<file path="src/i2cbm_pkg.sv">
// Package for the I2C bit-level master: command codes, phase counts and the
// pin/shift bundle that passes between the top level and the phase decoder.
// No dependencies.
package i2cbm_pkg;

   typedef enum logic [2:0] {
      CMD_IDLE  = 3'd0,
      CMD_START = 3'd1,
      CMD_STOP  = 3'd2,
      CMD_WRITE = 3'd3,
      CMD_READ  = 3'd4
   } cmd_type;

   localparam int DELAY_BITS_DEFAULT = 16;
   localparam int HALF_PERIOD_BITS = 16;
   localparam logic [HALF_PERIOD_BITS-1:0] HALF_PERIOD_RESET = 16'd500;

   localparam int PHASE_BITS = 5;
   localparam logic [PHASE_BITS-1:0] START_PHASES = 5'd3;
   localparam logic [PHASE_BITS-1:0] STOP_PHASES  = 5'd2;
   localparam logic [PHASE_BITS-1:0] BYTE_PHASES  = 5'd18;
   localparam logic [PHASE_BITS-1:0] ACK_PHASE    = 5'd16;

   // Pin drives and the byte shift register, updated on entry to a phase.
   typedef struct packed {
      logic       scl;
      logic       sda;
      logic [7:0] shift;
   } pin_state_type;

   function automatic logic [PHASE_BITS-1:0] phase_total(input cmd_type cmd);
      logic [PHASE_BITS-1:0] total;
      unique case (cmd)
         CMD_START: total = START_PHASES;
         CMD_STOP:  total = STOP_PHASES;
         default:   total = BYTE_PHASES;
      endcase
      return total;
   endfunction

endpackage

</file>
<file path="src/i2cbm_phase.sv">
// Phase entry decoder for the I2C bit-level master: sets the clock and data
// drives, and shifts the write byte, for a given command and phase.
// Depends on i2cbm_pkg.
module i2cbm_phase
   import i2cbm_pkg::*;
(
   input  cmd_type               cmd,
   input  logic [PHASE_BITS-1:0] phase,
   input  logic                  ack_request,
   input  pin_state_type         cur,
   output pin_state_type         nxt
);

   always_comb begin
      nxt = cur;
      unique case (cmd)
         CMD_START: begin
            if (phase == '0) begin
               nxt.scl = 1'b1;
               nxt.sda = 1'b1;
            end else if (phase == PHASE_BITS'(1)) begin
               nxt.sda = 1'b0;
            end else begin
               nxt.scl = 1'b0;
            end
         end
         CMD_STOP: begin
            if (phase == '0) begin
               nxt.sda = 1'b0;
               nxt.scl = 1'b1;
            end else begin
               nxt.sda = 1'b1;
            end
         end
         CMD_WRITE: begin
            if (phase < ACK_PHASE) begin
               if (!phase[0]) begin
                  nxt.sda   = cur.shift[7];
                  nxt.shift = {cur.shift[6:0], 1'b0};
                  nxt.scl   = 1'b1;
               end else begin
                  nxt.scl = 1'b0;
               end
            end else if (phase == ACK_PHASE) begin
               nxt.sda = 1'b1;
               nxt.scl = 1'b1;
            end else begin
               nxt.scl = 1'b0;
            end
         end
         CMD_READ: begin
            if (phase == '0) begin
               nxt.sda = 1'b1;
            end
            if (phase < ACK_PHASE) begin
               nxt.scl = ~phase[0];
            end else if (phase == ACK_PHASE) begin
               nxt.sda = ~ack_request;
               nxt.scl = 1'b1;
            end else begin
               nxt.scl = 1'b0;
            end
         end
         default: begin
            nxt = cur;
         end
      endcase
   end

endmodule

</file>
<file path="src/i2c_bit_level_master.sv">
// Top level of the I2C bit-level master: command and tick sequencer with a
// registered result stage. Depends on i2cbm_pkg and i2cbm_phase.
//
//   Channel  Direction  Handshake            Contents
//   req_     in         req_valid/req_stall  opcode, data byte, ack select, sda
//   rsp_     out        rsp_valid/rsp_stall  pin drives, busy, done, ack, byte
//   csr_     in         csr_write_enable     half period in ticks
//
// The sequencer state and the result register are both updated at the edge
// that accepts a request, so a request can be taken in every cycle while
// req_stall is low. A request is taken while a result waits, as long as that
// result is taken in the same cycle. Reset is synchronous and returns the
// sequencer to idle with both lines released and the half period at 500.
// While rsp_stall holds a waiting result, req_stall is high.
module i2c_bit_level_master
   import i2cbm_pkg::*;
#(
   parameter int DELAY_BITS = DELAY_BITS_DEFAULT
) (
   input  logic                        clock,
   input  logic                        reset,
   input  logic                        csr_write_enable,
   input  logic [HALF_PERIOD_BITS-1:0] csr_write_data,
   input  logic                        req_valid,
   output logic                        req_stall,
   input  logic [2:0]                  req_opcode,
   input  logic [7:0]                  req_data_byte,
   input  logic                        req_send_ack,
   input  logic                        req_sda_in,
   output logic                        rsp_valid,
   input  logic                        rsp_stall,
   output logic                        rsp_scl_level,
   output logic                        rsp_sda_level,
   output logic                        rsp_busy_res,
   output logic                        rsp_done_res,
   output logic                        rsp_ack_level,
   output logic [7:0]                  rsp_read_byte,
   output logic                        rsp_rejected
);

   localparam logic [31:0] DELAY_CAP = 32'hFFFF_FFFF >> (32 - DELAY_BITS);

   logic [HALF_PERIOD_BITS-1:0] half_period_ff;

   cmd_type               cmd_ff, cmd_in;
   logic [PHASE_BITS-1:0] phase_ff, phase_in;
   logic [DELAY_BITS-1:0] delay_ff, delay_in;
   pin_state_type         pins_ff, pins_in;
   logic                  ack_request_ff, ack_request_in;
   logic                  ack_sampled_ff, ack_sampled_in;

   logic       rsp_valid_ff;
   logic       done_ff, done_in;
   logic       rejected_ff, rejected_in;
   logic [7:0] read_byte_ff, read_byte_in;

   logic                  accept;
   logic                  is_cmd;
   logic [31:0]           len_wide;
   logic [DELAY_BITS-1:0] phase_len;
   logic [PHASE_BITS-1:0] phase_next;

   cmd_type               dec_cmd;
   logic [PHASE_BITS-1:0] dec_phase;
   logic                  dec_enter;
   pin_state_type         dec_cur;
   pin_state_type         dec_nxt;

   assign req_stall = rsp_valid_ff & rsp_stall;
   assign accept    = req_valid & ~req_stall;
   assign is_cmd    = (req_opcode != 3'(CMD_IDLE)) && (req_opcode <= 3'(CMD_READ));

   // A zero half period counts as one tick; a long one saturates the counter.
   always_comb begin
      len_wide = {16'b0, half_period_ff};
      if (len_wide == '0) begin
         len_wide = 32'd1;
      end
      if (len_wide > DELAY_CAP) begin
         len_wide = DELAY_CAP;
      end
      phase_len = len_wide[DELAY_BITS-1:0];
   end

   assign phase_next = phase_ff + PHASE_BITS'(1);

   i2cbm_phase u_phase (
      .cmd         (dec_cmd),
      .phase       (dec_phase),
      .ack_request (ack_request_in),
      .cur         (dec_cur),
      .nxt         (dec_nxt)
   );

   always_comb begin
      cmd_in         = cmd_ff;
      phase_in       = phase_ff;
      delay_in       = delay_ff;
      pins_in        = pins_ff;
      ack_request_in = ack_request_ff;
      ack_sampled_in = ack_sampled_ff;
      done_in        = 1'b0;
      rejected_in    = 1'b0;
      read_byte_in   = 8'd0;
      dec_cmd        = cmd_ff;
      dec_phase      = phase_next;
      dec_cur        = pins_ff;
      dec_enter      = 1'b0;

      if (cmd_ff == CMD_IDLE) begin
         if (is_cmd) begin
            cmd_in    = cmd_type'(req_opcode);
            phase_in  = '0;
            dec_cmd   = cmd_type'(req_opcode);
            dec_phase = '0;
            dec_enter = 1'b1;
            if (cmd_type'(req_opcode) == CMD_WRITE) begin
               dec_cur.shift = req_data_byte;
            end else if (cmd_type'(req_opcode) == CMD_READ) begin
               dec_cur.shift  = 8'd0;
               ack_request_in = req_send_ack;
            end
         end
      end else begin
         rejected_in = is_cmd;
         if (delay_ff > DELAY_BITS'(1)) begin
            delay_in = delay_ff - DELAY_BITS'(1);
         end else begin
            if (cmd_ff == CMD_WRITE && phase_ff == ACK_PHASE) begin
               ack_sampled_in = req_sda_in;
            end
            if (cmd_ff == CMD_READ && phase_ff < ACK_PHASE && !phase_ff[0]) begin
               dec_cur.shift = {pins_ff.shift[6:0], req_sda_in};
            end
            if (phase_next >= phase_total(cmd_ff)) begin
               done_in       = 1'b1;
               pins_in.shift = dec_cur.shift;
               if (cmd_ff == CMD_READ) begin
                  pins_in.sda  = 1'b1;
                  read_byte_in = dec_cur.shift;
               end
               cmd_in   = CMD_IDLE;
               phase_in = '0;
               delay_in = '0;
            end else begin
               phase_in  = phase_next;
               dec_enter = 1'b1;
            end
         end
      end

      if (dec_enter) begin
         pins_in  = dec_nxt;
         delay_in = phase_len;
      end
   end

   always_ff @(posedge clock) begin
      if (reset) begin
         half_period_ff <= HALF_PERIOD_RESET;
      end else if (csr_write_enable) begin
         half_period_ff <= csr_write_data;
      end
   end

   always_ff @(posedge clock) begin
      if (reset) begin
         cmd_ff         <= CMD_IDLE;
         phase_ff       <= '0;
         delay_ff       <= '0;
         pins_ff        <= '{scl: 1'b1, sda: 1'b1, shift: 8'd0};
         ack_request_ff <= 1'b0;
         ack_sampled_ff <= 1'b0;
      end else if (accept) begin
         cmd_ff         <= cmd_in;
         phase_ff       <= phase_in;
         delay_ff       <= delay_in;
         pins_ff        <= pins_in;
         ack_request_ff <= ack_request_in;
         ack_sampled_ff <= ack_sampled_in;
      end
   end

   always_ff @(posedge clock) begin
      if (reset) begin
         rsp_valid_ff <= 1'b0;
      end else if (accept) begin
         rsp_valid_ff <= 1'b1;
      end else if (!rsp_stall) begin
         rsp_valid_ff <= 1'b0;
      end
   end

   // The result mirrors the sequencer state right after the request.
   always_ff @(posedge clock) begin
      if (accept) begin
         done_ff      <= done_in;
         rejected_ff  <= rejected_in;
         read_byte_ff <= read_byte_in;
      end
   end

   assign rsp_valid     = rsp_valid_ff;
   assign rsp_scl_level = pins_ff.scl;
   assign rsp_sda_level = pins_ff.sda;
   assign rsp_busy_res  = (cmd_ff != CMD_IDLE);
   assign rsp_done_res  = done_ff;
   assign rsp_ack_level = ack_sampled_ff;
   assign rsp_read_byte = read_byte_ff;
   assign rsp_rejected  = rejected_ff;

   // Since the sequencer only moves on an accepted request, its registers
   // stay in step with the waiting result while the output is stalled.

   a_done_not_busy: assert property (@(posedge clock) disable iff (reset)
      rsp_valid_ff |-> !(done_ff && cmd_ff != CMD_IDLE))
      else $error("done reported while a command is still in progress");

   a_idle_no_reject: assert property (@(posedge clock) disable iff (reset)
      (accept && cmd_ff == CMD_IDLE) |=> !rejected_ff)
      else $error("request rejected although the sequencer was idle");

   a_idle_cleared: assert property (@(posedge clock) disable iff (reset)
      (cmd_ff == CMD_IDLE) |-> (phase_ff == '0 && delay_ff == '0))
      else $error("idle sequencer holds a phase or delay count");

   a_read_byte_only_done: assert property (@(posedge clock) disable iff (reset)
      (rsp_valid_ff && !done_ff) |-> (read_byte_ff == 8'd0))
      else $error("read byte shown on a request that did not finish a read");

endmodule

</file>
<file path="config.mk">
export PLATFORM = sky130hd
export DESIGN_NAME = i2c_bit_level_master
export DESIGN_NICKNAME = d
export VERILOG_FILES = /design/src/i2cbm_pkg.sv /design/src/i2cbm_phase.sv /design/src/i2c_bit_level_master.sv
export SDC_FILE = /design/constraint.sdc
export NUM_CORES = 1
export LEC_CHECK = 0
export BUFFER_PORTS_ARGS = -buffer_cell sky130_fd_sc_hd__clkbuf_2
export CORE_UTILIZATION = 45
export CTS_BUF_LIST = sky130_fd_sc_hd__clkbuf_4
export CTS_CLUSTER_SIZE = 28
export DETAILED_ROUTE_END_ITERATION = 10
export GPL_TIMING_DRIVEN = 0
export PLACE_DENSITY = 0.67
export RECOVER_POWER = 100
export SLEW_MARGIN = 20
export SYNTH_ARGS = -nofsm -noshare
export SYNTH_HDL_FRONTEND = slang
export SYNTH_SLANG_ARGS = --single-unit
export TNS_END_PERCENT = 100
</file>
<file path="constraint.sdc">
create_clock -name clock -period 3.5 [get_ports clock]
set_clock_uncertainty 0.2 [all_clocks]
set_input_delay 0.7 -clock clock [delete_from_list [all_inputs] [get_ports clock]]
set_output_delay 0.7 -clock clock [all_outputs]
set_load 0.01 [all_outputs]
</file>
==> flow_metrics.py <==
metrics = {
    "routing": {
        "finalWirelength_um": 10600,
        "ant_nets": 0,
        "first_iter_violations": 369,
        "via_count": 3752,
        "via_per_inst": 6.12,
        "1st_pass_router_iterations": 5,
        "wl_per_cell_um": 17.3,
        "route.detailed.drc": 0,
    },
    "yosys": {
        "synth-simple-area-share": 0.264,
        "synthesis.area_mm2": 0.00365,
        "synth_enable_flop_cells": 10,
        "synth.yosys.warnings": 0,
        "synth_xor_area_frac": 0.0144,
        "synth.mux.area_fraction": 0.0604,
        "postSynth.asyncResetShare": 0,
        "synth_seq_cells": 63,
        "synth_top_family_by_area": "simple AND/OR/NAND/NOR gates",
        "yosysUniqueCellTypes": 59,
        "synth.yosys.seq_area_share": 0.373,
        "synth.avg_cell_area_um2": 8.19,
        "postSynthCellCount": 445,
        "mappedNetlistNets": 486,
        "adder_and_majority_gate_portion_of_the_synthesized_area": 0.0268,
        "ys_dominant_reg_cell": "sky130_fd_sc_hd__dfxtp_1",
        "synth_compound_gate_area_share": 0.221,
    },
    "global_route": {
        "pin_count_of_the_biggest_net_entering_global_routing": 13,
        "grt_first_pass_wirelength_um": 16800,
        "gr-total-overflow": 0,
        "grt_antenna_before_repair": 0,
        "total_grt_usage": 0.250,
        "via_count_of_the_first_global_routing_pass": 3349,
    },
    "setup_path": {
        "worstSetupEndpointType": "flip-flop",
        "setup.worst_path.class": "reg -> reg",
        "crit_path_cell_trace": "ha_2 > nand3_2 > xor2_4 > inv_1 > ha_1 > or4_1 > a21o_1 > o221ai_2 > a21o_1 > clkbuf_2 > nand4_1 > a21oi_1 > a22oi_1",
        "max_stage_delay_ns": 0.44,
        "worstPathMaxFanout": 10,
        "critical-path-slowest-cell": "sky130_fd_sc_hd__dfxtp_4",
        "cp.required_ns": 3.60,
        "cp-start-kind": "flip-flop",
        "reg2reg_depth": 13,
        "cell_repeated_most_along_the_worst_path": "sky130_fd_sc_hd__a21o_1",
        "crit_arrival_ns": 3.49,
    },
    "floorplan": {
        "io_pins": 50,
        "placeableCoreArea_mm2": 0.00777,
        "cell_rows": 32,
        "chipWidth_um": 92.0,
        "floorplan.initialDensity": 0.469,
        "floorplan_die_height_um": 92.0,
        "fp.dieArea_mm2": 0.00847,
    },
    "pwr": {
        "power_per_cell_area_mw_per_mm2": 454,
        "final_total_power_mw": 1.89,
        "power.static_leakage_nw": 1.64,
        "power.ir.vdd_worst_uv": 239,
    },
    "sta": {
        "finalCritPeriodShare": 0.970,
        "rsz0062_at_grt": "false",
        "hold_slack_ns": 0.293,
        "max_slew.worst_pin.slew_ns": 0.822,
        "setup_viol": 0,
        "finalHoldViolations": 0,
        "slew_headroom": 0.450,
        "post-route-min-period_ns": 3.39,
        "finalSetupTns_ns": 0,
        "finalMaxSlewViolations": 0,
        "max_clock_freq_ghz": 0.295,
    },
    "placed_design": {
        "place.port_buffers": 49,
        "dp_cells": 596,
        "place.gp.congestion": 0.898,
        "post-dp-hpwl_um": 7400,
    },
    "clock_tree": {
        "htree_num_levels": 3,
        "clock_path_buffers": 2,
        "clkLatencyLatePin_ns": 0.42,
        "cts_hold_buffers": 0,
        "clock_buffers_created_by_tritoncts": 9,
        "cts_num_sinks": 63,
        "tritoncts": "done",
        "cts.clk_slew.worst_paths_ns": 0.12,
        "clock_root_buffer": "sky130_fd_sc_hd__clkbuf_4",
    },
    "run_status": {
        "run_status": "complete, no violations",
    },
    "layout": {
        "num-fill-cells": 779,
        "post_route_cells_drive_above_1_share": 0.125,
        "fin_nets": 547,
        "final_core_util": 0.537,
        "layout.area.seq_mm2": 0.00137,
        "antenna-diode-count": 0,
        "final-instance-count-excl-fill": 613,
        "multi_input_comb_area_mm2": 0.00218,
        "area_growth_pct": 14.4,
    },
    "flow_run": {
        "maxCapViolations": 0,
    },
    "worst_hold_path": {
        "hold_path_stages": 2,
        "worstHoldPathType": "in -> reg",
    },
}
-- per-stage QoR --
stage,worst slack [ns],instance area (um^2)
5_1_grt,0.00661,4170
4_1_cts,0.0165,4170
6_report,0.106,4170
3_5_place_dp,-0.612,4020
2_1_floorplan,0.168,3650
3_3_place_gp,-0.582,4020
-- critical path: cells and delay by family, from the launching register on --
family	cells	cell delay (ns)
buf+inv	2	0.40
xor+xnor	1	0.21
fa+ha+maj	2	0.50
simple gates	3	0.75
flops	1	0.44
compound gates	5	0.77
-- state kept, by name, summed over array words and instances (netlist names) --
name	cells
rsp_rejected	1
rsp_scl_level	1
cmd_ff	3
rsp_done_res	1
ack_request_ff	1
phase_ff	5
rsp_ack_level	1
rsp_read_byte	8
delay_ff	16
half_period_ff	16
rsp_valid	1
pins_ff	8
rsp_sda_level	1
-- power breakdown --
| group | switching [mW] | total (mW) | leakage (nW) | internal (mW) |
|---|---|---|---|---|
| logic | 0.382 | 0.614 | 1.04 | 0.232 |
| clock network | 0.273 | 0.430 | 0.0623 | 0.157 |
| registers | 0.0590 | 0.850 | 0.537 | 0.791 |
-- kinds of logic after synthesis --
group,Yosys count
simple gates,194
compound gates,114
flops,63
buf+inv,38
mux,22
fa+ha+maj,8
xor+xnor,6
-- cell usage after synthesis (6+ instances only) --
master,count,area (um^2)
sky130_fd_sc_hd__a211o_1,8,70.1
sky130_fd_sc_hd__a211oi_1,9,67.6
sky130_fd_sc_hd__a21o_1,7,52.6
sky130_fd_sc_hd__a21oi_1,24,120
sky130_fd_sc_hd__a221oi_1,9,78.8
sky130_fd_sc_hd__a22oi_1,10,75.1
sky130_fd_sc_hd__clkbuf_1,18,67.6
sky130_fd_sc_hd__dfxtp_1,53,1060
sky130_fd_sc_hd__edfxtp_1,10,300
sky130_fd_sc_hd__ha_1,7,87.6
sky130_fd_sc_hd__inv_1,11,41.3
sky130_fd_sc_hd__mux2i_1,22,220
sky130_fd_sc_hd__nand2_1,23,86.3
sky130_fd_sc_hd__nand3_1,13,65.1
sky130_fd_sc_hd__nor2_1,81,304
sky130_fd_sc_hd__nor2b_1,7,43.8
sky130_fd_sc_hd__nor3_1,23,115
sky130_fd_sc_hd__nor4_1,10,62.6
sky130_fd_sc_hd__o211ai_1,6,45.0
sky130_fd_sc_hd__o21ai_0,14,70.1
-- what timing repair did --
action / CTS / global route
gates resized for setup: 7 / 7
buffers inserted: 2 / 0
setup endpoints to repair: 39 / 25
pin swaps: 2 / 1
-- worst paths after layout --
path	start	end	slack, ns
setup reg to reg	phase_ff[0]$_SDFFE_PP0P_	rsp_scl_level$_SDFFE_PP1P_	0.11
hold / removal	csr_write_data[7]	half_period_ff[7]$_SDFFE_PP1P_	0.29
setup / recovery	phase_ff[0]$_SDFFE_PP0P_	rsp_scl_level$_SDFFE_PP1P_	0.11
hold reg to reg	half_period_ff[8]$_SDFFE_PP1P_	delay_ff[8]$_SDFFE_PP0P_	0.31
-- cell usage in the layout (no fill, tap or decap), drive strengths merged, types with 4 or more instances in the layout --
cell,synthesis,routed
nand3b,5,5
a22oi,10,10
or4,5,5
inv,11,12
o211ai,6,6
a21oi,24,24
nor4,11,11
a21o,7,7
xor2,4,4
nand2,23,23
a211o,8,8
a211oi,9,9
mux2i,22,22
buf,9,4
clkbuf,18,84
nor2,81,81
nand2b,5,5
o21ai,16,16
ha,7,7
dfxtp,53,53
nor2b,7,7
a221oi,9,9
nand3,13,13
edfxtp,10,10
nor3,24,24
-- per-layer routing --
layer	wire [um]	GRT usage	part of all wire
met1	4810	0.348	0.45
met2	4810	0.393	0.45
met3	763	0.0415	0.072
met4	203	0.0833	0.019
met5	0	0	0
-- area by class of cell --
type                       count  area share
timing repair buffer          51      0.0570
multi-input combinational    344       0.524
tap                          102      0.0306
clock buffer                  11      0.0198
clock inverter                 5     0.00630
buffer                        26      0.0252
inverter                      11     0.00990
sequential                    63       0.328
Power figures use the tool's default switching activity.
